### src/rtl/tpms_pkg.sv
package tpms_pkg;
   localparam int FRAC_BITS_DEF    = 16;
   localparam int CORDIC_STEPS_DEF = 24;
   localparam int ATAN_COUNT       = 30;
   localparam int CSR_IDX_W        = 3;

   localparam logic [CSR_IDX_W-1:0] REG_MODE  = 3'd0;
   localparam logic [CSR_IDX_W-1:0] REG_A     = 3'd1;
   localparam logic [CSR_IDX_W-1:0] REG_B     = 3'd2;
   localparam logic [CSR_IDX_W-1:0] REG_C     = 3'd3;
   localparam logic [CSR_IDX_W-1:0] REG_D     = 3'd4;
   localparam logic [CSR_IDX_W-1:0] REG_START = 3'd5;

   localparam logic signed [35:0] Q30_PI      = 36'sd3373259426;
   localparam logic signed [35:0] Q30_TWO_PI  = 36'sd6746518852;
   localparam logic signed [35:0] Q30_HALF_PI = 36'sd1686629713;
   localparam logic signed [35:0] Q30_GAIN    = 36'sd652032874;

   function automatic logic signed [35:0] atan_q30(input logic [4:0] i);
      logic signed [35:0] r;
      case (i)
         5'd0:  r = 36'sd843314856;
         5'd1:  r = 36'sd497837829;
         5'd2:  r = 36'sd263043836;
         5'd3:  r = 36'sd133525158;
         5'd4:  r = 36'sd67021686;
         5'd5:  r = 36'sd33543515;
         5'd6:  r = 36'sd16775850;
         5'd7:  r = 36'sd8388437;
         5'd8:  r = 36'sd4194282;
         5'd9:  r = 36'sd2097149;
         5'd10: r = 36'sd1048575;
         5'd11: r = 36'sd524287;
         5'd12: r = 36'sd262143;
         5'd13: r = 36'sd131071;
         5'd14: r = 36'sd65535;
         5'd15: r = 36'sd32767;
         5'd16: r = 36'sd16383;
         5'd17: r = 36'sd8191;
         5'd18: r = 36'sd4095;
         5'd19: r = 36'sd2047;
         5'd20: r = 36'sd1023;
         5'd21: r = 36'sd511;
         5'd22: r = 36'sd255;
         5'd23: r = 36'sd127;
         5'd24: r = 36'sd63;
         5'd25: r = 36'sd31;
         5'd26: r = 36'sd15;
         5'd27: r = 36'sd8;
         5'd28: r = 36'sd4;
         5'd29: r = 36'sd2;
         default: r = '0;
      endcase
      return r;
   endfunction

   typedef struct packed {
      logic start;
      logic busy;
      logic done;
   } ctl_type;
endpackage

### src/rtl/tpms_mac.sv
module tpms_mac #(
   parameter int FRAC_BITS = tpms_pkg::FRAC_BITS_DEF
) (
   input  logic               clock,
   input  logic signed [31:0] op_p,
   input  logic signed [31:0] op_q,
   output logic signed [63:0] prod
);
   logic signed [63:0] p_ff;
   always_ff @(posedge clock) begin
      p_ff <= 64'(op_p) * 64'(op_q);
   end
   // arithmetic shift is floor
   assign prod = p_ff >>> FRAC_BITS;
endmodule

### config.mk
export PLATFORM = sky130hd
export DESIGN_NAME = tpms_mac
export DESIGN_NICKNAME = d
export VERILOG_FILES = /design/src/rtl/tpms_pkg.sv /design/src/rtl/tpms_mac.sv
export SDC_FILE = /design/constraint.sdc
export NUM_CORES = 2
export LEC_CHECK = 0
export BUFFER_PORTS_ARGS = -buffer_cell sky130_fd_sc_hd__buf_2
export CORE_MARGIN = 1
export CORE_UTILIZATION = 60
export CTS_BUF_LIST = sky130_fd_sc_hd__clkbuf_4 sky130_fd_sc_hd__clkbuf_8
export DETAILED_ROUTE_END_ITERATION = 10
export PLACE_DENSITY = 0.78
export SYNTH_ARGS = -nofsm -noshare
export SYNTH_HDL_FRONTEND = slang
export SYNTH_SLANG_ARGS = --single-unit
### constraint.sdc
create_clock -name clock -period 27.2 [get_ports clock]
set_input_delay 4.08 -clock clock [delete_from_list [all_inputs] [get_ports clock]]
set_output_delay 4.08 -clock clock [all_outputs]
set_load 0.005 [all_outputs]
==> Word level (Yosys, flattened, before mapping) <==
Cells that the tools add are included.
{ "word_totals": {"mem_count": 0, "ff_bits": 64, "elab_cells": 2, "latch_bits": 0, "ram_bits": 0, "out_inout_bits": 64, "romBits": 0, "input_bits": 65} }
{ "classes": {"n_mux": 0, "shifts": 0, "n_reduce_logical": 0, "n_bitwise": 0, "n_eq_ne": 0, "n_addsub": 0, "div": 0, "multipliers": 1, "magnitude_cmp": 0} }
{ "ops": {"columns": ["op", "count"], "rows": [
  ["$mul 32x32->64", 1]
]} }

==> Depth between registers and ports, before layout <==
{ "logic_depth": {"ltp_word": 1, "depth_mapped": 27, "ltp_nobuf": 26} }

==> Worst setup path before layout <==
No wires, ideal clock.
{ "synth_path": {"path_type": "input port to flip-flop", "start": "in op_p[31]", "end": "reg p_ff[63]", "required_ps": 27079, "arrival_time_ps": 11182, "path_buffers": 1, "cell_stages": 27, "setup_time_ps": 121, "setup_slack_ps": 15897, "cell_sequence": "clkbuf_1 > nand2_1 > inv_1 > fa_1 > inv_1 > fa_1 > inv_1 > fa_1 > fa_1 > inv_1 > fa_1 > inv_1 > fa_1 > inv_1 > fa_1 > inv_1 > fa_1 > ha_1 > a21oi_1 > o211a_1 > o31ai_1 > a221oi_1 > a21oi_1 > o21ai_0 > o21ai_1 > o41a_1 > xnor2_1"} }
{ "synth_via": {"elab_chain_len": 1} }
{ "synth_lines": {"columns": ["item", "line", "text"], "rows": [
  ["start: declaration", "tpms_mac.sv:5", "input logic signed [31:0] op_p,"],
  ["$mul 32x32->64", "tpms_mac.sv:11", "p_ff <= 64'(op_p) * 64'(op_q);"],
  ["end signal: assignment", "tpms_mac.sv:11", null],
  ["end: declaration", "tpms_mac.sv:9", "logic signed [63:0] p_ff;"]
]} }
No other way between the ends.

==> Worst setup path in the final report <==
{ "layout_path": {"start": "in op_p[31]", "end": "reg p_ff[62]"} }
Same word-level chain as after synthesis.

==> metrics.yaml <==
status: "complete, no violations"
rows: 90
cts_buffers: 5
seq_area_frac_synth_pct: 2.62
fmax_mhz: 82.1
syn_nets: 5162
post_cts_buffers: 0
die_h_um: 249
clk_transition_reported_paths_ps: 160
post-route-period-util_pct: 44.8
h-tree-depth: 2
clockBufferDepth: 2
wl_per_cell_um: 20.4
drive_gt1_share_pct: 4.38
rsz0062_at_grt: "false"
finalWorstSetupSlack_ps: 15020
critPathRequiredTime_ps: 27540
arrival_ps: 12520
cts_tree: "built"
synth_ff_type: "dfxtp_1"
crit_fanout: 32
post_cts_resized: 0
hold_viol: 0
grt_use_total_pct: 32.5
period_needed_ps: 12180
end_kind: "flip-flop"
io_pins: 129
io_buffers: 128
hold_path_end: "prod[16]"
synth_seq_cells: 48
drt_iter0_drc: 1882
coreArea_mm2: 0.0604
hold_depth: 1
cts_hold_buf: 0
nets: 5096
grt_pass1_vias: 29145
synthCells: 3836
vias: 25680
finalInstanceArea_mm2: 0.0376
largest_register_ffs: 48
antenna_left: 0
final_common_cell: "fa_1"
path_class: "in -> reg"
fin_setup_tns_ps: 0
yosysWarnings: 0
place_area_mm2: 0.0375
antenna_found_initial: 4
dp_hpwl_mm: 72.7
final_cell_mix: "fa_1 (1081), inv_1 (950), nand2_1 (513)"
overflow: 0
largestRegisters: "p_ff (48)"
regMostFlops: "p_ff"
drt_wl_total_mm: 93.1
pre_cts_ws_ps: 14660
synth.cell_area_mm2: 0.0366
cp-startpoint: "op_p[31]"
syn_area_per_cell_um2: 9.55
grt_max_degree: 33
min_from: "p_ff[32]"
worst_slew_pin_slew_ps: 920
hp-class: "reg -> out"
gp_congestion: 0.926
areaGrowthSynthToFinish_pct: 2.78
drv_slew: 0
cts_sinks: 48
die_area_mm2: 0.0620
drc: 0
drtPass1Iterations: 5
maxCapViolCount: 0
cts-root-buf: "clkbuf_8"
synth-edff-count: 0
setup_viol: 0
routed_via_density: 5.64
ys_types: 55
slew_headroom_pct: 38.7
start_util_pct: 60.7
critPathLaunchType: "input port"
grt_first_pass_wirelength_mm: 155
chipWidth_um: 249
async_flop_share_pct: 0
-- cell families after synthesis --
kind of cell | after synthesis | share of synthesized area (%)
AO/OA/AOI/OAI | 153 | 2.82
XOR/XNOR | 63 | 1.51
adder cells (fa/ha/maj) | 1261 | 65.2
buffers and inverters | 1171 | 12.2
flip-flops | 48 | 2.62
AND/OR/NAND/NOR | 1140 | 15.6
-- worst max-delay path: stages --
cell      delay (ps)
buf_2            510
nand2_1          240
inv_1            140
fa_1             420
inv_1            290
fa_1             470
inv_1            220
fa_1             500
fa_1             870
inv_1            420
fa_1             590
inv_1             60
fa_1             520
inv_1             50
fa_1             490
inv_1             60
fa_1             460
ha_1             370
a21oi_1          220
o211a_1          160
o31ai_1          100
a221oi_1         300
a21oi_1          160
nor2_1           100
o21ai_0          220
a211o_1          360
o311ai_1          90
-- synth_stat cells (4+ instances only) --
cell,count,share of area [%]
dfxtp_1,48,2.6
fa_1,1081,59
nor2_1,46,0.47
o21bai_1,8,0.16
a21oi_1,48,0.66
xnor2_1,40,0.96
nand2_1,513,5.3
nor3_1,7,0.096
a21o_1,21,0.43
a211oi_1,5,0.10
nand4_1,14,0.24
buf_1,4,0.041
nor2b_1,4,0.068
and3_1,7,0.12
nand2b_1,12,0.20
and2_1,512,8.7
xor2_1,23,0.55
o21a_1,6,0.12
inv_1,950,9.7
o21ai_0,26,0.36
buf_4,16,0.33
nand3_1,12,0.16
ha_1,180,6.1
clkbuf_1,200,2.0
-- final cells by class --
| type | instances | area [um^2] |
|---|---|---|
| timing repair buffer | 148 | 791 |
| clock buffer | 5 | 68.8 |
| inverter | 950 | 3570 |
| sequential | 48 | 961 |
| antenna | 1 | 2.50 |
| tap | 782 | 978 |
| clock inverter | 3 | 68.8 |
| multi-input combinational | 2617 | 31200 |
| fill | 5061 | 22700 |
-- through the flow --
stage | util (%) | hold WS, ps | cells
floorplan | - | 4360 | 3836
global placement | 62.1 | 4460 | 4545
detailed placement | 62.1 | 4460 | 4545
CTS | 62.4 | 4910 | 4553
global route | 62.4 | 4920 | 4554
finish | 62.4 | 4880 | 4554
-- per-layer routing --
layer	global-route usage (%)	up-vias	wire (um)
met5	0	-	19
met4	15.9	4	5260
met3	6.33	302	8890
met2	54.2	1276	45700
met1	40.9	13398	33200
li1	-	10700	-
-- how the worst max path moves through the flow --
| stage | to | slack [ps] | depth (start not counted) |
|---|---|---|---|
| floorplan | p_ff[63] | 15900 | 27 |
| global placement | p_ff[63] | 14770 | 27 |
| detailed placement | p_ff[63] | 14660 | 27 |
| CTS | p_ff[63] | 15070 | 27 |
| global route | p_ff[62] | 14520 | 27 |
| finish | p_ff[62] | 15020 | 27 |
Power is not shown: default switching activity piles up to over one toggle a cycle in this logic, so the estimate is an artifact.
