==> src/rtl/tpms_pkg.sv <==
package tpms_pkg;
   localparam int FRAC_BITS_DEF    = 16;
   localparam int CORDIC_STEPS_DEF = 24;
   localparam int ATAN_COUNT       = 30;
   localparam int CSR_IDX_W        = 3;

   localparam logic [CSR_IDX_W-1:0] REG_MODE  = 3'd0;
   localparam logic [CSR_IDX_W-1:0] REG_A     = 3'd1;
   localparam logic [CSR_IDX_W-1:0] REG_B     = 3'd2;
   localparam logic [CSR_IDX_W-1:0] REG_C     = 3'd3;
   localparam logic [CSR_IDX_W-1:0] REG_D     = 3'd4;
   localparam logic [CSR_IDX_W-1:0] REG_START = 3'd5;

   localparam logic signed [35:0] Q30_PI      = 36'sd3373259426;
   localparam logic signed [35:0] Q30_TWO_PI  = 36'sd6746518852;
   localparam logic signed [35:0] Q30_HALF_PI = 36'sd1686629713;
   localparam logic signed [35:0] Q30_GAIN    = 36'sd652032874;

   function automatic logic signed [35:0] atan_q30(input logic [4:0] i);
      logic signed [35:0] r;
      case (i)
         5'd0:  r = 36'sd843314856;
         5'd1:  r = 36'sd497837829;
         5'd2:  r = 36'sd263043836;
         5'd3:  r = 36'sd133525158;
         5'd4:  r = 36'sd67021686;
         5'd5:  r = 36'sd33543515;
         5'd6:  r = 36'sd16775850;
         5'd7:  r = 36'sd8388437;
         5'd8:  r = 36'sd4194282;
         5'd9:  r = 36'sd2097149;
         5'd10: r = 36'sd1048575;
         5'd11: r = 36'sd524287;
         5'd12: r = 36'sd262143;
         5'd13: r = 36'sd131071;
         5'd14: r = 36'sd65535;
         5'd15: r = 36'sd32767;
         5'd16: r = 36'sd16383;
         5'd17: r = 36'sd8191;
         5'd18: r = 36'sd4095;
         5'd19: r = 36'sd2047;
         5'd20: r = 36'sd1023;
         5'd21: r = 36'sd511;
         5'd22: r = 36'sd255;
         5'd23: r = 36'sd127;
         5'd24: r = 36'sd63;
         5'd25: r = 36'sd31;
         5'd26: r = 36'sd15;
         5'd27: r = 36'sd8;
         5'd28: r = 36'sd4;
         5'd29: r = 36'sd2;
         default: r = '0;
      endcase
      return r;
   endfunction

   typedef struct packed {
      logic start;
      logic busy;
      logic done;
   } ctl_type;
endpackage

==> src/rtl/tpms_sine.sv <==
module tpms_sine #(
   parameter int FRAC_BITS    = tpms_pkg::FRAC_BITS_DEF,
   parameter int CORDIC_STEPS = tpms_pkg::CORDIC_STEPS_DEF
) (
   input  logic                clock,
   input  logic                reset,
   input  logic                start,
   input  logic signed [31:0]  angle,
   output tpms_pkg::ctl_type   status,
   output logic signed [31:0]  sine
);
   import tpms_pkg::*;

   typedef enum logic [2:0] {
      S_IDLE, S_QUOT, S_PROD, S_REM, S_CORR, S_WRAP, S_FOLD, S_ROT
   } state_type;

   localparam int STEPS = (CORDIC_STEPS < ATAN_COUNT) ? CORDIC_STEPS : ATAN_COUNT;
   localparam int SH = 30 - FRAC_BITS;
   // floor(2^64 / 2pi), 2pi in Q30; the quotient estimate is exact or one short
   localparam logic [63:0] RECIP_WIDE = 64'hFFFF_FFFF_FFFF_FFFF / 64'(Q30_TWO_PI);
   localparam logic [31:0] RECIP = RECIP_WIDE[31:0];
   localparam logic [55:0] TWO_PI_W = 56'(Q30_TWO_PI);

   state_type state_ff, state_in;
   logic signed [35:0] x_ff, x_in, y_ff, y_in, z_ff, z_in;
   logic [4:0] i_ff, i_in;
   logic done_ff, done_in;
   logic neg_ff, neg_in;
   logic [31:0] mag_ff, mag_in;
   logic [63:0] p_ff, p_in;
   logic [55:0] qd_ff, qd_in;
   logic [23:0] quot;
   logic [55:0] zmag;
   logic signed [35:0] zc;
   logic signed [35:0] dx, dy;
   logic signed [35:0] ysh;

   assign quot = 24'(p_ff >> (64 - SH));
   assign zmag = 56'(mag_ff) << SH;
   assign zc   = (z_ff >= Q30_TWO_PI) ? z_ff - Q30_TWO_PI : z_ff;
   assign dx   = y_ff >>> i_ff;
   assign dy   = x_ff >>> i_ff;

   always_comb begin
      state_in = state_ff; x_in = x_ff; y_in = y_ff; z_in = z_ff; i_in = i_ff;
      done_in = 1'b0; neg_in = neg_ff; mag_in = mag_ff; p_in = p_ff; qd_in = qd_ff;
      unique case (state_ff)
         S_IDLE: if (start) begin
            neg_in = angle[31];
            mag_in = angle[31] ? 32'(-angle) : 32'(angle);
            state_in = S_QUOT;
         end
         S_QUOT: begin
            p_in = 64'(mag_ff) * 64'(RECIP);
            state_in = S_PROD;
         end
         S_PROD: begin
            qd_in = 56'(quot) * TWO_PI_W;
            state_in = S_REM;
         end
         S_REM: begin
            // remainder is below two turns here
            z_in = 36'(zmag - qd_ff);
            state_in = S_CORR;
         end
         S_CORR: begin
            // remainder takes the sign of the angle
            z_in = neg_ff ? -zc : zc;
            state_in = S_WRAP;
         end
         S_WRAP: begin
            if (z_ff >= Q30_PI) z_in = z_ff - Q30_TWO_PI;
            else if (z_ff < -Q30_PI) z_in = z_ff + Q30_TWO_PI;
            state_in = S_FOLD;
         end
         S_FOLD: begin
            if (z_ff > Q30_HALF_PI) z_in = Q30_PI - z_ff;
            else if (z_ff < -Q30_HALF_PI) z_in = -Q30_PI - z_ff;
            x_in = Q30_GAIN; y_in = '0; i_in = '0;
            state_in = S_ROT;
         end
         S_ROT: begin
            if (z_ff >= 0) begin
               x_in = x_ff - dx; y_in = y_ff + dy; z_in = z_ff - atan_q30(i_ff);
            end else begin
               x_in = x_ff + dx; y_in = y_ff - dy; z_in = z_ff + atan_q30(i_ff);
            end
            i_in = i_ff + 5'd1;
            if (32'(i_ff) == STEPS - 1) begin
               state_in = S_IDLE; done_in = 1'b1;
            end
         end
         default: state_in = S_IDLE;
      endcase
   end

   always_ff @(posedge clock) begin
      if (reset) begin
         state_ff <= S_IDLE; done_ff <= 1'b0;
      end else begin
         state_ff <= state_in; done_ff <= done_in;
      end
      x_ff <= x_in; y_ff <= y_in; z_ff <= z_in; i_ff <= i_in;
      neg_ff <= neg_in; mag_ff <= mag_in; p_ff <= p_in; qd_ff <= qd_in;
   end

   assign ysh = y_ff >>> SH;
   assign sine = ysh[31:0];
   assign status.start = start;
   assign status.busy  = (state_ff != S_IDLE);
   assign status.done  = done_ff;
endmodule

==> config.mk <==
export PLATFORM = sky130hd
export DESIGN_NAME = tpms_sine
export DESIGN_NICKNAME = d
export VERILOG_FILES = /design/src/rtl/tpms_pkg.sv /design/src/rtl/tpms_sine.sv
export SDC_FILE = /design/constraint.sdc
export NUM_CORES = 2
export LEC_CHECK = 0
export CORE_MARGIN = 2
export CORE_UTILIZATION = 55
export CTS_CLUSTER_SIZE = 40
export DETAILED_ROUTE_END_ITERATION = 10
export DONT_BUFFER_PORTS = 1
export GPL_TIMING_DRIVEN = 0
export PLACE_DENSITY = 0.7
export SLEW_MARGIN = 20
export SYNTH_ARGS = -nofsm -noshare
export SYNTH_HDL_FRONTEND = slang
export SYNTH_SLANG_ARGS = --single-unit
==> constraint.sdc <==
create_clock -name clock -period 8.4 [get_ports clock]
set_clock_uncertainty 0.2 [all_clocks]
set_input_delay 0.84 -clock clock [delete_from_list [all_inputs] [get_ports clock]]
set_output_delay 0.84 -clock clock [all_outputs]
set_load 0.01 [all_outputs]
Word level (Yosys, flattened, before mapping)
Memory sizes are Yosys's and may differ from the RTL's. A register that Yosys moved wholly into a read port is not among the register bits.
Index checks and enable logic that the tools add are counted.
{"block": "totals", "register_bits": 247, "romBits": 1920, "input_bits": 35, "output_inout_bits": 35, "word_cells": 82, "n_memories": 2}
{"memory": "(no name shown)", "depth": 32, "word_bits": 30, "rd": 1, "rd_ports_with_merged_regs": 1, "write_ports": 0, "line_no": "tpms_pkg.sv:21", "source": "case (i)"}
{"memory": "(no name shown)", "depth": 32, "word_bits": 30, "rd": 1, "rd_ports_with_merged_regs": 1, "write_ports": 0, "line_no": "tpms_pkg.sv:21"}
{"block": "classes", "add_sub_neg": 14, "n_mul": 2, "magnitude_cmp": 6, "eq_ne": 12, "n_shift": 2, "n_mux": 24, "bitwise": 1, "reduce_logical": 8}
{"op": "$mux 36", "count": 13}
{"op": "$pmux 36 s5", "count": 1}
{"op": "$pmux 36 s2", "count": 2}
{"op": "$sub 36x36->36", "count": 4}
{"op": "$add 36x36->36", "count": 3}
{"op": "$sshr 36x5->36", "count": 2}
{"op": "$sub 33x36->36 const A", "count": 2}
{"op": "$mul 32x31->63 const B", "count": 1}
{"op": "$add 36x34->36 const B", "count": 1}
{"op": "$ge 36x1->1 const B", "count": 1}
{"op": "$ge 36x33->1 const B", "count": 1}
{"op": "$ge 36x34->1 const B", "count": 1}
{"op": "$gt 36x32->1 const B", "count": 1}
{"op": "$lt 36x32->1 const B", "count": 1}
{"op": "$lt 36x33->1 const B", "count": 1}
{"op": "$neg 36->36", "count": 1}
{"op": "$sub 36x34->36 const B", "count": 1}
{"op": "$mul 14x31->34 const B", "count": 1}
{"op": "$neg 32->32", "count": 1}
{"op": "$mux 31", "count": 1}
{"op": "$pmux 3 s8", "count": 1}
{"op": "$eq 3x3->1 const B", "count": 4}
{"op": "$mux 5", "count": 2}
{"op": "$pmux 5 s2", "count": 1}
{"op": "other kinds (16)", "count": 21}

Depth between registers and ports, before layout
{"block": "logic_depth", "word_depth": 6, "ltp_mapped": 31, "ltp_nobuf": 26}

Worst setup path before layout
OpenSTA, ideal clock, no wires.
{"block": "synth_path", "path_type": "register -> register", "from": "register mag_ff[11]", "to": "register p_ff[56], data pin", "setup_ns": 0.258, "arrival_time_ns": 7.016, "required_ns": 7.942, "path_slack_ns": 0.926, "path_stages_with_launch": 25, "n_path_buf": 0, "synth_period_minus_slack_ns": 7.474, "cell_sequence": "edfxtp_1 -> inv_1 -> fa_1 -> fa_1 -> fa_1 -> inv_1 -> fa_1 -> fa_1 -> fa_1 -> fa_1 -> inv_1 -> fa_1 -> inv_1 -> ha_1 -> a21o_1 -> a21o_1 -> a211oi_1 -> o21ai_0 -> a21oi_1 -> a31oi_1 -> a31o_2 -> and2_1 -> or2_2 -> a21oi_1 -> xnor2_1"}
{"block": "synth_via", "elab_chain_cells": 1}
{"item": "start: declaration", "line_no": "tpms_sine.sv:30", "source": "logic [31:0] mag_ff, mag_in;"}
{"item": "start signal: assignment", "line_no": "tpms_sine.sv:105", "source": "neg_ff <= neg_in; mag_ff <= mag_in; p_ff <= p_in; qd_ff <= qd_in;"}
{"item": "$mul 32x31->63", "line_no": "tpms_sine.sv:55", "source": "p_in = 64'(mag_ff) * 64'(RECIP);"}
{"item": "end signal: assignment", "line_no": "tpms_sine.sv:105"}
{"item": "end: declaration", "line_no": "tpms_sine.sv:31", "source": "logic [63:0] p_ff, p_in;"}
No other way between the ends.
A chain may end at the register's enable or synchronous reset.

Worst setup path in the final report
{"block": "layout_path", "from": "register i_ff[1]", "to": "register x_ff[35], data pin"}
{"block": "layout_via", "elab_chain_cells": 4, "word_cells_on_any_way": 5, "cone_classes": "add/sub (2); shift (1); mux (2)"}
{"item": "start: declaration", "line_no": "tpms_sine.sv:27", "source": "logic [4:0] i_ff, i_in;"}
{"item": "start signal: assignment", "line_no": "tpms_sine.sv:104", "source": "x_ff <= x_in; y_ff <= y_in; z_ff <= z_in; i_ff <= i_in;"}
{"item": "$sshr 36x5->36 *", "line_no": "tpms_sine.sv:42", "source": "assign dx = y_ff >>> i_ff;"}
{"item": "$add 36x36->36 or $sub 36x36->36 (tied branches)", "line_no": "tpms_sine.sv:87, tpms_sine.sv:85"}
{"item": "$mux 36 *", "line_no": "tpms_sine.sv:84", "source": "if (z_ff >= 0) begin"}
{"item": "$pmux 36 s2 *", "line_no": "tpms_sine.sv:48", "source": "unique case (state_ff)"}
{"item": "end signal: assignment", "line_no": "tpms_sine.sv:104"}
{"item": "end: declaration", "line_no": "tpms_sine.sv:26", "source": "logic signed [35:0] x_ff, x_in, y_ff, y_in, z_ff, z_in;"}
Mark *: on every way between the ends. The rest lies on a longest branch, timed or not.

==> results.py <==
metrics = {
    "final_layout": {
        "finalInstanceArea_um2": 53970,
        "layout.nets": 6917,
        "areaGrowthSynthToFinish_pct": 6.364,
        "fillers": 8035,
        "drive_above_1_share": 0.07365,
    },
    "cts": {
        "cts_made_buffers": 35,
        "root_buffer": "clkbuf_16",
        "clkSlewWorstSetupHoldPaths_ps": 70,
        "clkSinkCount": 228,
        "cts_tree": "done",
        "holdBufCountCts": 0,
        "clock_path_buffers": 3,
        "insertion_delay_ps": 600,
        "cts_max_level": 2,
    },
    "timing": {
        "hold_violations": 0,
        "worst_pin_slew_ps": 1224,
        "fmax_mhz": 118.8,
        "period_share": 1.002,
        "finalSetupViolCount": 1,
        "whs_ps": 107.3,
        "slew-limit-headroom": 0.1841,
        "slew_viol_final": 0,
        "fin_crit_ps": 8418,
        "timing.final.ws_setup_ps": -18.16,
        "rsz0062_at_grt": "true",
    },
    "die": {
        "core-area_um2": 91520,
        "io_pins": 70,
        "start_util": 0.5544,
        "row_count": 111,
        "die-area_um2": 94700,
        "fp.dieW_um": 307.7,
        "die_h_um": 307.7,
    },
    "logic_synthesis": {
        "synth-warning-count": 0,
        "async_reset_ff_frac": 0,
        "yosys.area_share.xor_xnor": 0.06414,
        "synth.mux.area_fraction": 0.07072,
        "synth-compound-area-share": 0.1561,
        "syn-num-nets": 6842,
        "ys_ff_latch": 228,
        "post_synth_and_or_nand_nor_area_fraction": 0.1227,
        "synthesis.area_um2": 50740,
        "synth-seq-area-share": 0.1282,
        "synth_top_family_by_area": "adder cells",
        "synth_ff_type": "edfxtp_1",
        "syn_area_per_cell_um2": 8.994,
        "synth_edf_count": 194,
        "yosysUniqueCellTypes": 103,
        "synthAdderAreaFrac": 0.3663,
        "synthCells": 5642,
    },
    "min_path": {
        "hp-class": "in -> reg",
    },
    "routing": {
        "dr.pass1.iters": 8,
        "drc": 0,
        "post_drt_wl_per_cell_um": 27.96,
        "ant_nets": 0,
        "via_per_inst": 6.491,
        "drt_iter0_drc": 5372,
        "drt_wl_total_um": 193800,
        "vias": 44994,
    },
    "placed_design": {
        "dp_hpwl_um": 157000,
        "dp_slack_ps": -1198,
        "globalplace.congestion": 1.040,
        "io_buffers": 0,
        "dpl_cell_area_um2": 52400,
    },
    "critical_path": {
        "cp_max_fo": 10,
        "worstPathArrival_ps": 8540,
        "endpoint_kind": "register",
        "critPathRequiredTime_ps": 8520,
        "worst_setup_path_start_kind": "register",
        "critPathKind": "reg -> reg",
    },
    "global_route": {
        "antenna_found_initial": 4,
        "track_usage": 0.4117,
        "grt_pass1_vias": 45134,
        "grt_pass1_wl_um": 288400,
        "globalRouteOverflowTotal": 0,
        "grt_start_max_net_pins": 46,
    },
    "flow_run": {
        "drv_cap": 0,
    },
    "outcome": {
        "outcome": "complete, but fails checks",
        "violations": "negative setup slack",
    },
}
[cell type report]
class | instances | area, um^2 | area share
diodes | 3 | 7.507 | 0.0001391
plain buffers | 257 | 1265 | 0.02344
clock buffers | 39 | 922.1 | 0.01709
clock inverters | 24 | 307.8 | 0.005703
inverters | 908 | 3411 | 0.06320
multi-input cells | 4245 | 39680 | 0.7352
flip-flops and latches | 228 | 6506 | 0.1205
well taps | 1186 | 1484 | 0.02749
repair buffers | 42 | 389.1 | 0.007210
[synth_stat cells (all sizes together), types with 40 or more instances]
cell,instances,share of area
a21o,104,0.015
a21oi,266,0.026
a31oi,50,0.0062
and3,43,0.0053
buf,110,0.013
clkbuf,151,0.011
edfxtp,194,0.11
fa,534,0.21
ha,631,0.16
inv,906,0.067
mux2,47,0.011
mux2i,87,0.017
mux4,97,0.043
nand2,385,0.028
nand2b,63,0.0078
nand3,80,0.0079
nand4,44,0.0055
nor2,345,0.026
nor3,85,0.0084
o21a,40,0.0059
o21ai,274,0.027
o22ai,44,0.0054
o31ai,56,0.0083
xnor2,218,0.038
xor2,151,0.026
[metrics by stage]
step                TNS, ps    util  std cells
finish               -18.16  0.5897       6932
global route         -229.1  0.5896       6929
CTS                       0  0.5885       6928
detailed placement   -16030  0.5725       6838
global placement     -61200  0.5706       6828
floorplan                 0       -       5642
[routing by layer]
layer | part of all wire | vias up | routed length, um | track usage
met5 | 0.00011 | - | 22 | 0
met4 | 0.054 | 4 | 10390 | 0.1936
met3 | 0.11 | 546 | 21140 | 0.09566
met2 | 0.44 | 2547 | 84480 | 0.6246
met1 | 0.40 | 22175 | 77780 | 0.5568
li1 | - | 19722 | - | -
[worst paths after layout]
| path | start | slack [ps] | to | cells after the start |
|---|---|---|---|---|
| worst min register to register | state_ff[0] | 360 | state_ff[0] | 2 |
| worst max-delay path | i_ff[1] | -20 | x_ff[35] | 23 |
| worst max register to register | i_ff[1] | -20 | x_ff[35] | 23 |
| worst min-delay path | reset | 110 | state_ff[1] | 1 |
[what timing repair did]
action | in CTS | in global routing
setup buffers | 29 | 3
resized for setup | 12 | 33
pin swaps | 0 | 2
endpoints found under the setup margin | 34 | 18
[layout by cell type (no fill, tap or decap), types with 22 or more instances in the layout]
cell type and n:
inv_1 900, ha_1 631, fa_1 534, nand2_1 385
nor2_1 342, a21oi_1 265, o21ai_0 259, xnor2_1 218
edfxtp_1 194, xor2_1 151, clkbuf_1 135, a21o_1 104
mux4_2 97, mux2i_1 87, nor3_1 84, nand3_1 80
buf_4 76, nand2b_1 63, o31ai_1 55, a31oi_1 49
mux2_2 45, o22ai_1 44, and3_1 43, nand4_1 43
o21a_1 40, and2_1 36, clkbuf_16 36, o211ai_1 34
dfxtp_1 34, a211oi_1 33, nor2b_1 32, or3_1 31
buf_2 31, a22oi_1 31, a221oi_1 26, buf_1 25
nor4_1 24, o221ai_1 23, or2_2 22
[cells by family after synthesis]
family,after synthesis
flip-flops,228
AO/OA/AOI/OAI,1197
XOR/XNOR,370
buffers and inverters,1169
AND/OR/NAND/NOR,1282
multiplexers,231
adder cells (fa/ha/maj),1165
[critical path, stage by stage, from the launching register on]
cell and delay [ps]:
edfxtp_1 370, buf_6 180, buf_6 200, buf_6 180, buf_2 360, buf_1 810
mux2_2 430, a2111oi_0 790, o221ai_1 450, or3_1 500, or3_1 410, nor2_1 160
o32ai_1 90, a211oi_1 570, ha_1 280, and3_1 270, nand2_1 80, o41a_1 460
o21ai_0 490, a21o_1 230, o21ai_0 160, o21ai_0 250, xnor2_1 150, nor2_1 50
Power is left out: the tool's default activity adds up to more than one toggle a clock period on the data nets, which glitch-free logic cannot reach.
